## src/sv/ipd_pkg.sv

```systemverilog
// Shared types and constants for the inertial sensor packet deframer.
// No dependencies; used by ipd_ctrl, ipd_datapath and the core top level.
package ipd_pkg;

	localparam int unsigned NUM_WORDS = 19;
	localparam int unsigned IDX_W     = 5;
	localparam int unsigned POS_W     = 9;

	localparam logic [7:0] PRE_FIRST  = 8'hFA;
	localparam logic [7:0] PRE_SECOND = 8'hFF;

	localparam logic [POS_W-1:0] LEN_MIN   = 9'd98;
	localparam logic [POS_W-1:0] LEN_MAX   = 9'd259;
	localparam logic [POS_W-1:0] LEN_RESET = 9'd99;

	localparam logic [IDX_W-1:0] LAST_IDX = IDX_W'(NUM_WORDS - 1);

	// first packet byte of each big-endian float word
	localparam logic [POS_W-1:0] WORD_START [NUM_WORDS] = '{
		9'd7,  9'd11, 9'd15, 9'd22, 9'd26, 9'd30, 9'd37, 9'd41, 9'd45, 9'd52,
		9'd56, 9'd60, 9'd67, 9'd71, 9'd75, 9'd79, 9'd86, 9'd90, 9'd94
	};

	typedef struct packed {
		logic             hit;
		logic [IDX_W-1:0] idx;
	} word_hit_t;

	// controller -> datapath
	typedef struct packed {
		logic busy;       // input side stalled
		logic start_pkt;  // second preamble byte accepted
		logic pkt_byte;   // packet byte accepted
		logic emit_load;  // load next word into output register
	} ipd_cmd_t;

	// datapath -> controller
	typedef struct packed {
		logic byte_fa;
		logic byte_ff;
		logic pkt_end;
		logic out_free;
		logic emit_last;
	} ipd_status_t;

	// word whose final byte sits at this packet position, if any
	function automatic word_hit_t word_end_lookup(input logic [POS_W-1:0] pos);
		word_hit_t r;
		r.hit = 1'b0;
		r.idx = '0;
		for (int k = 0; k < NUM_WORDS; k++) begin
			if (pos == WORD_START[k] + 9'd3) begin
				r.hit = 1'b1;
				r.idx = IDX_W'(k);
			end
		end
		return r;
	endfunction

endpackage

```

## src/sv/ipd_ctrl.sv

```systemverilog
// Controller state machine: preamble hunt, packet count and word burst.
// Depends on ipd_pkg for the command and status structs.
module ipd_ctrl (
	input  logic                 clk,
	input  logic                 arst_n,
	input  logic                 in_valid,
	input  ipd_pkg::ipd_status_t status,
	output ipd_pkg::ipd_cmd_t    cmd
);

	typedef enum logic [1:0] {
		ST_HUNT,
		ST_SEEN_FA,
		ST_PACKET,
		ST_EMIT
	} state_t;

	state_t state_q;
	logic   in_fire;

	assign cmd.busy      = (state_q == ST_EMIT);
	assign in_fire       = in_valid && !cmd.busy;
	assign cmd.start_pkt = (state_q == ST_SEEN_FA) && in_fire && status.byte_ff;
	assign cmd.pkt_byte  = (state_q == ST_PACKET) && in_fire;
	assign cmd.emit_load = (state_q == ST_EMIT) && status.out_free;

	always_ff @(posedge clk or negedge arst_n) begin
		if (!arst_n) begin
			state_q <= ST_HUNT;
		end else begin
			case (state_q)
				ST_HUNT: begin
					if (in_fire && status.byte_fa)
						state_q <= ST_SEEN_FA;
				end
				ST_SEEN_FA: begin
					if (in_fire) begin
						if (status.byte_ff)
							state_q <= ST_PACKET;
						else if (!status.byte_fa)
							state_q <= ST_HUNT;
					end
				end
				ST_PACKET: begin
					if (in_fire && status.pkt_end)
						state_q <= ST_EMIT;
				end
				ST_EMIT: begin
					if (status.out_free && status.emit_last)
						state_q <= ST_HUNT;
				end
				default: state_q <= ST_HUNT;
			endcase
		end
	end

endmodule

```

## src/sv/ipd_datapath.sv

```systemverilog
// Datapath: length register, position counter, byte sum, word assembly,
// word store and output register. Depends on ipd_pkg.
module ipd_datapath (
	input  logic                               clk,
	input  logic                               arst_n,
	input  logic                               cfg_we,
	input  logic [ipd_pkg::POS_W-1:0]          msg_length,
	input  logic [7:0]                         rx_byte,
	input  logic                               out_stall,
	input  ipd_pkg::ipd_cmd_t                  cmd,
	output ipd_pkg::ipd_status_t               status,
	output logic                               out_valid,
	output logic [ipd_pkg::IDX_W-1:0]          word_index,
	output logic [31:0]                        word_value,
	output logic                               checksum_ok,
	output logic                               last
);

	logic [ipd_pkg::POS_W-1:0] len_q;
	logic [ipd_pkg::POS_W-1:0] len_eff;
	logic [ipd_pkg::POS_W-1:0] pos_q;
	logic [7:0]                sum_q;
	logic [7:0]                sum_next;
	logic [23:0]               sh_q;
	logic                      ok_q;
	logic [ipd_pkg::IDX_W-1:0] rd_idx_q;
	logic                      out_valid_q;
	logic [ipd_pkg::IDX_W-1:0] word_index_q;
	logic [31:0]               word_value_q;
	logic                      checksum_ok_q;
	logic                      last_q;
	ipd_pkg::word_hit_t        hit;
	logic [31:0]               store_q [ipd_pkg::NUM_WORDS];

	always_comb begin
		len_eff = len_q;
		if (len_q < ipd_pkg::LEN_MIN)
			len_eff = ipd_pkg::LEN_MIN;
		else if (len_q > ipd_pkg::LEN_MAX)
			len_eff = ipd_pkg::LEN_MAX;
	end

	assign sum_next = sum_q + rx_byte;
	assign hit      = ipd_pkg::word_end_lookup(pos_q);

	assign status.byte_fa   = (rx_byte == ipd_pkg::PRE_FIRST);
	assign status.byte_ff   = (rx_byte == ipd_pkg::PRE_SECOND);
	assign status.pkt_end   = ({1'b0, pos_q} + 10'd1) >= {1'b0, len_eff};
	assign status.out_free  = !out_valid_q || !out_stall;
	assign status.emit_last = (rd_idx_q == ipd_pkg::LAST_IDX);

	always_ff @(posedge clk or negedge arst_n) begin
		if (!arst_n) begin
			len_q       <= ipd_pkg::LEN_RESET;
			pos_q       <= '0;
			sum_q       <= '0;
			rd_idx_q    <= '0;
			out_valid_q <= 1'b0;
		end else begin
			if (cfg_we)
				len_q <= msg_length;
			if (cmd.start_pkt) begin
				pos_q <= 9'd2;
				sum_q <= ipd_pkg::PRE_SECOND;
			end else if (cmd.pkt_byte) begin
				if (status.pkt_end) begin
					pos_q    <= '0;
					sum_q    <= '0;
					rd_idx_q <= '0;
				end else begin
					pos_q <= pos_q + 9'd1;
					sum_q <= sum_next;
				end
			end
			if (cmd.emit_load) begin
				out_valid_q <= 1'b1;
				rd_idx_q    <= status.emit_last ? '0 : rd_idx_q + 5'd1;
			end else if (!out_stall) begin
				out_valid_q <= 1'b0;
			end
		end
	end

	// payload registers and the word store
	always_ff @(posedge clk) begin
		if (cmd.pkt_byte) begin
			sh_q <= {sh_q[15:0], rx_byte};
			if (hit.hit)
				store_q[hit.idx] <= {sh_q, rx_byte};
			if (status.pkt_end)
				ok_q <= (sum_next == 8'd0);
		end
		if (cmd.emit_load) begin
			word_value_q  <= store_q[rd_idx_q];
			word_index_q  <= rd_idx_q;
			checksum_ok_q <= ok_q;
			last_q        <= status.emit_last;
		end
	end

	assign out_valid   = out_valid_q;
	assign word_index  = word_index_q;
	assign word_value  = word_value_q;
	assign checksum_ok = checksum_ok_q;
	assign last        = last_q;

endmodule

```

## src/sv/imu_packet_deframer_core.sv

```systemverilog
// Inertial sensor packet deframer: hunts for the 0xFA 0xFF preamble, counts a
// packet of msg_length bytes (held to 98..259), checks the 8-bit byte sum and
// emits nineteen big-endian float words. Depends on ipd_pkg, ipd_ctrl, ipd_datapath.
//
// rx_byte is never stalled while hunting or inside a packet. After a packet's
// last byte the input stalls while the nineteen words go out, one per cycle
// when out_stall is low; the burst is paced by the single read port of the
// word store and the one-deep output register.
module imu_packet_deframer_core (
	input  logic                      clk,
	input  logic                      arst_n,
	input  logic                      cfg_valid,
	output logic                      cfg_ready,
	input  logic [ipd_pkg::POS_W-1:0] msg_length,
	input  logic                      in_valid,
	output logic                      in_stall,
	input  logic [7:0]                rx_byte,
	output logic                      out_valid,
	input  logic                      out_stall,
	output logic [ipd_pkg::IDX_W-1:0] word_index,
	output logic [31:0]               word_value,
	output logic                      checksum_ok,
	output logic                      last
);

	ipd_pkg::ipd_cmd_t    cmd;
	ipd_pkg::ipd_status_t status;

	assign cfg_ready = 1'b1;
	assign in_stall  = cmd.busy;

	ipd_ctrl u_ctrl (
		.clk     (clk),
		.arst_n  (arst_n),
		.in_valid(in_valid),
		.status  (status),
		.cmd     (cmd)
	);

	ipd_datapath u_dp (
		.clk        (clk),
		.arst_n     (arst_n),
		.cfg_we     (cfg_valid && cfg_ready),
		.msg_length (msg_length),
		.rx_byte    (rx_byte),
		.out_stall  (out_stall),
		.cmd        (cmd),
		.status     (status),
		.out_valid  (out_valid),
		.word_index (word_index),
		.word_value (word_value),
		.checksum_ok(checksum_ok),
		.last       (last)
	);

	// last flag marks the final word only
	a_last_idx: assert property (@(posedge clk) disable iff (!arst_n)
		out_valid |-> (last == (word_index == ipd_pkg::LAST_IDX)))
		else $error("last flag and word index disagree");

	// burst runs without gaps once a non-final word is taken
	a_burst_cont: assert property (@(posedge clk) disable iff (!arst_n)
		out_valid && !out_stall && !last |=> out_valid)
		else $error("gap inside word burst");

	a_burst_order: assert property (@(posedge clk) disable iff (!arst_n)
		out_valid && !out_stall && !last |=> word_index == $past(word_index) + 5'd1)
		else $error("word burst out of order");

endmodule

```

## config.mk

```make
export PLATFORM = sky130hd
export DESIGN_NAME = imu_packet_deframer_core
export DESIGN_NICKNAME = d
export VERILOG_FILES = /design/src/sv/ipd_pkg.sv /design/src/sv/ipd_ctrl.sv /design/src/sv/ipd_datapath.sv /design/src/sv/imu_packet_deframer_core.sv
export SDC_FILE = /design/constraint.sdc
export NUM_CORES = 1
export LEC_CHECK = 0
export BUFFER_PORTS_ARGS = -buffer_cell sky130_fd_sc_hd__buf_2
export CORE_MARGIN = 2
export CORE_UTILIZATION = 58
export CTS_CLUSTER_DIAMETER = 60
export DETAILED_ROUTE_END_ITERATION = 10
export GPL_TIMING_DRIVEN = 0
export PLACE_DENSITY = 0.75
export SLEW_MARGIN = 20
export SYNTH_ARGS = -nofsm -noshare
export SYNTH_HDL_FRONTEND = slang
export SYNTH_SLANG_ARGS = --single-unit
```

## constraint.sdc

```tcl
create_clock -name clk -period 4.6 [get_ports clk]
set_input_delay 0.92 -clock clk [delete_from_list [all_inputs] [get_ports clk]]
set_output_delay 0.92 -clock clk [all_outputs]
set_load 0.03 [all_outputs]
```

; ---- After elaboration in Yosys (flattened, before gate mapping)
; Memories as Yosys holds them, arrays and structs flattened. A register that Yosys moved wholly into a read port is not among the register bits.
; Index checks and enable logic that the tools add are counted.
[totals]
memories = 1
output_inout_bits = 42
mem_bits_rw = 608
latch_bits = 0
inputBits = 22
mem_bits_ro = 0
reg_bits = 66
word_cells = 115
[classes]
order_cmp = 3
div = 0
muxes = 44
bitwise = 0
n_reduce_logical = 20
eq_ne = 32
shifts = 0
mul = 0
add_sub_neg = 4
[mem_list]
columns = memory, words, width, rd, rd_clocked_by_memory_dff, write_ports, line_no
row1 = u_dp.store_q, 19, 32, 1, 1, 1, ipd_datapath.sv:33  ; logic [31:0] store_q [ipd_pkg::NUM_WORDS];
[ops]
columns = operator, n
row1 = $mux 6, 19
row2 = $eq 9x6->1 const B, 7
row3 = $eq 9x7->1 const B, 7
row4 = $mux 9, 5
row5 = $eq 9x5->1 const B, 3
row6 = $mux 5, 5
row7 = $mux 8, 3
row8 = $eq 9x4->1 const B, 2
row9 = $eq 8x8->1 const B, 2
row10 = $mux 2, 6
row11 = $add 9x1->10 const B, 1
row12 = $ge 10x9->1, 1
row13 = $add 9x1->9 const B, 1
row14 = $gt 9x9->1 const B, 1
row15 = $lt 9x7->1 const B, 1
row16 = $add 8x8->8, 1
row17 = $logic_and 1x1->1, 8
row18 = $logic_not 8->1, 1
row19 = $ne 2x1->1 const B, 4
row20 = $pmux 2 s4, 1
row21 = $reduce_bool 2->1, 3
row22 = $add 5x1->5 const B, 1
row23 = $eq 5x5->1 const B, 1
row24 = $mux 1, 5
row25 = other kinds (10), 14

; ---- Depth between registers and ports, before layout
[depth]
ltp_word = 23
mapped_depth = 14
depth_no_buf = 13

; ---- Hierarchy
; Synthesis repeated with hierarchy kept, for this count alone.
[unflattened]
cells_unflattened = 1360
hier_area_um2 = 27886.7
[modules_own_cells]
columns = module, cells_per_inst, instances, area_per_inst_um2, seq_area_each_um2
row1 = ipd_datapath, 1343, 1, 27726.6, 20985.1
row2 = ipd_ctrl, 15, 1, 148.9, 50.0
row3 = imu_packet_deframer_core, 2, 1, 11.3, 0.0

; ---- Least setup slack after synthesis
; No wires, ideal clock.
[synth_timing]
kind = register to register
startpoint = reg u_dp.pos_q[0] in the netlist's numbering
endpoint = mem u_dp.store_q[12][0] (enable)
setup_time_ns = 0.421
arrival_time_ns = 3.132
path_buffers = 0
setup_slack_ns = 1.047
path_stages_with_launch = 9
required_ns = 4.179
cell_sequence = dfrtp_1 inv_1 ha_1 nor4b_4 and4b_1 o31a_2 a211oi_4 nand3_2 nor2_1
[synth_via]
elab_chain_cells = 23
elab_cells_between_ends = 41
[synth_lines]
columns = element, line_no
row1 = from (decl), ipd_datapath.sv:21  ; logic [ipd_pkg::POS_W-1:0] pos_q;
row2 = from (signal assigned), ipd_datapath.sv:71  ; pos_q <= pos_q + 9'd1;
row3 = $eq 9x4->1, ipd_pkg.sv:52  ; if (pos == WORD_START[k] + 9'd3) begin
row4 = $mux 6 (18 in a row), ipd_pkg.sv:52
row5 = $mux 6 *, ipd_pkg.sv:52
row6 = $mux 1, ipd_datapath.sv:88  ; if (hit.hit)
row7 = $mux 1, ipd_datapath.sv:86  ; if (cmd.pkt_byte) begin
row8 = $mux 1 (implied by the code), ipd_datapath.sv:89  ; store_q[hit.idx] <= {sh_q, rx_byte};
row9 = to (decl), ipd_datapath.sv:33
; Mark *: on every way between the ends. The rest lies on a longest branch, timed or not.

; ---- Worst setup path in the final report
[layout_timing]
startpoint = reg u_dp.len_q[3] in the netlist's numbering
endpoint = reg u_dp.sum_q[7]
[layout_via]
elab_chain_cells = 7
elab_cells_between_ends = 8
[layout_lines]
columns = element, line_no
row1 = from (decl), ipd_datapath.sv:19  ; logic [ipd_pkg::POS_W-1:0] len_q;
row2 = from (signal assigned), ipd_datapath.sv:54  ; len_q <= ipd_pkg::LEN_RESET;
row3 = from (signal assigned), ipd_datapath.sv:61  ; len_q <= msg_length;
row4 = $gt 9x9->1, ipd_datapath.sv:39  ; else if (len_q > ipd_pkg::LEN_MAX)
row5 = $mux 9, ipd_datapath.sv:39
row6 = $mux 9 *, ipd_datapath.sv:37  ; if (len_q < ipd_pkg::LEN_MIN)
row7 = $ge 10x9->1 *, ipd_datapath.sv:48  ; assign status.pkt_end = ({1'b0, pos_q} + 10'd1) >= {1'b0, len_eff};
row8 = $mux 8 *, ipd_datapath.sv:66  ; if (status.pkt_end) begin
row9 = $mux 8 *, ipd_datapath.sv:65  ; end else if (cmd.pkt_byte) begin
row10 = $mux 8 *, ipd_datapath.sv:62  ; if (cmd.start_pkt) begin
row11 = to (signal assigned), ipd_datapath.sv:64  ; sum_q <= ipd_pkg::PRE_SECOND;
row12 = to (signal assigned), ipd_datapath.sv:72  ; sum_q <= sum_next;
row13 = to (decl), ipd_datapath.sv:22  ; logic [7:0] sum_q;
; Mark *: on every way between the ends. The rest lies on a longest branch, timed or not. The select of a mux whose other input is x is not followed.
; A chain may end at the register's enable or synchronous reset.

==> metrics <==
max cap viols 0; clk_skew 0.0241 ns; final worst path period share 0.760; # Post-CTS Setup Buffers 0; DP Wirelength 39900 um; Tot Pwr 15.0 mW; Finished Cell Area 32000 sq um; synth warn 0; Slew Limit Headroom 0.281; Avg Synthesized Cell Area 20.0 sq um; largest net degree at the start of global routing 35; placed inst area 29800 sq um; CP arrival 4.00 ns; # rows 80; Async SR Flop Fraction 0.0482; Final Hold Fails 0; Die Y 224 um; routed len/inst 28.1 um; clock sink count 706; first-pass GRT wire length 93700 um; Synth Cell Area 28000 sq um; Core Area 47600 sq um; RSZ-0062 raised after global routing false; clk_lat worst skew 0.60 ns; Core Util, Final 0.672; setup violators final 0; maximum VDD drop 0.328 mV; gr usage total 0.257; Die X 224 um; WS Path Type flip-flop to flip-flop; Via Count 14.5k; EDFF count, synth 672; Bufs on Longest Clock Path 3; number of fill cells in the layout 3024; DRT Pass-1 Iters 5; initial antenna violation count 0; starting density of the core 0.588; gpl congestion 0.864; library cells used by synthesis 72; CP Data Required Time 5.10 ns; Syn-to-layout area delta 14.3%; Seq/Total Area, Yosys 0.751; prevailing post-synth register cell edfxtp_1; Worst Setup End Kind flip-flop; drt total wl 62200 um; Routed Antenna Nets 0; Critical Path Source Type flip-flop; total power per unit cell area 468 nW/um^2; synthesized flop and latch total 706; via/cell ratio 6.53; Ports 64; # resized after CTS 0; Residual DRC 0; final worst slack 1.10 ns; layout cells sized above 1 0.248; initial DRC count 1595; antenna cells 0; Tmin final 3.50 ns; CTS tree yes; status finished clean; Fmax 286 MHz; total gr overflow 0; Clock transition at path regs 0.06 ns; Post-Place Setup Slack 0.956 ns; vias in the first global route 15.1k; Die ar. 50000 sq um; Synth Instances 1399; hold_buf cts 0; CTS Buf Count 69; Hold WC Path Type primary input to asynchronous set/reset pin; Tightest Pin Transition 1.08 ns; total nets after synthesis 1444; fin. max-slew vios 0; nets@finish 1599; Crit Path Max Fanout 10; Pleak 10.7 nW; CTS Root Buffer Type clkbuf_16; Buffers on Ports 62; CTS H-tree lvls 3
layout make-up:
class / instances / area [sq um] / share of cell area
buffer: 81 / 477 / 0.0149
tap: 615 / 769 / 0.0240
inverter: 16 / 60.1 / 0.00188
timing repair buffer: 84 / 916 / 0.0286
clock inverter: 36 / 318 / 0.00993
sequential: 706 / 21000 / 0.657
multi-input combinational: 596 / 6580 / 0.206
clock buffer: 83 / 1850 / 0.0579
worst paths after layout:
path / startpoint / endpoint / slack, ns / cells after the start
worst max register to register: u_dp.len_q[3] / u_dp.sum_q[7] / 1.10 / 14
worst max-delay path: u_dp.len_q[3] / u_dp.sum_q[7] / 1.10 / 14
max in group asynchronous: arst_n / u_dp.rd_idx_q[0] / 3.58 / 1
worst min-delay path: arst_n / u_dp.len_q[4] / 0.45 / 1
worst min register to register: u_dp.ok_q / u_dp.checksum_ok / 0.48 / 0
min in group clk: u_dp.ok_q / u_dp.checksum_ok / 0.48 / 0
worst max-delay path, cell delays in order (launching register included):
cell and delay [ns]:
dfrtp_1 0.39, or3_1 0.40, or2_1 0.22, a31oi_1 0.22, nor2_1 0.11, a21oi_1 0.13, nor2_1 0.07, ha_1 0.28
o21ai_1 0.15, a21oi_1 0.07, o31ai_1 0.54, and3_4 0.34, buf_2 0.25, nand2_1 0.08, o211ai_1 0.15
cells by family (layout without fill, tap and decap cells):
family | after synthesis | in the layout | share of synthesized area
adder cells (fa/ha/maj) | 23 | 23 | 0.0105
multiplexers | 202 | 202 | 0.131
flip-flops | 706 | 706 | 0.751
AO/OA/AOI/OAI | 165 | 165 | 0.0461
AND/OR/NAND/NOR | 190 | 190 | 0.0366
buffers and inverters | 97 | 300 | 0.0192
other | 1 | 1 | 0.000134
XOR/XNOR | 15 | 15 | 0.00469
cell usage in the layout (no fill, tap or decap), types with 14 or more instances in the layout:
master and instances:
mux4_2 116, a21oi_1 45, a221oi_1 32, inv_1 14, clkbuf_1 48, nor2_4 19
nand2_1 30, nor2_1 47, buf_16 22, dfrtp_1 30, a2111oi_0 21, ha_1 22
mux2i_1 68, clkbuf_16 71, buf_2 78, nor2b_1 33, edfxtp_1 672
power breakdown:
group / total, mW / switching, mW / internal (mW)
logic: 2.39 / 1.31 / 1.08
clock network: 5.47 / 2.32 / 3.15
registers: 7.11 / 0.0535 / 7.06
total: 15.0 / 3.68 / 11.3
per-layer routing:
layer / GRT usage / vias up / wire [um]
met4: 0.107 / 0 / 2180
met3: 0.0393 / 139 / 4130
met5: 0 / - / 0
met1: 0.349 / 7570 / 24600
met2: 0.423 / 680 / 31300
li1: - / 6086 / -
state kept, by name, summed over array words and instances, names as in the netlist, named ones only:
register,flops
u_ctrl.state_q,1
u_dp.pos_q,9
u_dp.sum_q,8
u_dp.last,1
u_dp.store_q,608
u_dp.rd_idx_q,5
u_dp.word_index,5
u_dp.checksum_ok,1
u_dp.word_value,32
u_dp.len_q,9
u_dp.ok_q,1
u_dp.sh_q,24
u_dp.out_valid,1
per-stage QoR:
step	hold slack [ns]	TNS, ns	cells
2_1_floorplan	0.400	0	1399
3_3_place_gp	0.432	-343.85	2076
3_5_place_dp	0.406	0	2098
4_1_cts	0.458	0	2217
5_1_grt	0.482	0	2217
6_report	0.454	0	2217
synthesized netlist by cell type (all sizes together), types with 7 or more instances:
master | number | area, sq um
dfrtp | 30 | 751
a221o | 9 | 90.1
edfxtp | 672 | 20200
xnor2 | 9 | 78.8
nor2 | 68 | 260
o21ai | 15 | 78.8
a221oi | 32 | 280
inv | 16 | 60.1
mux4 | 128 | 2930
a21o | 7 | 52.6
a21oi | 47 | 243
nand2 | 31 | 119
nand3 | 10 | 55.1
ha | 22 | 275
mux2i | 68 | 681
clkbuf | 39 | 146
nor2b | 33 | 206
a2111oi | 32 | 344
buf | 42 | 330
nand4 | 10 | 68.8
Power figures use the tool's default switching activity.
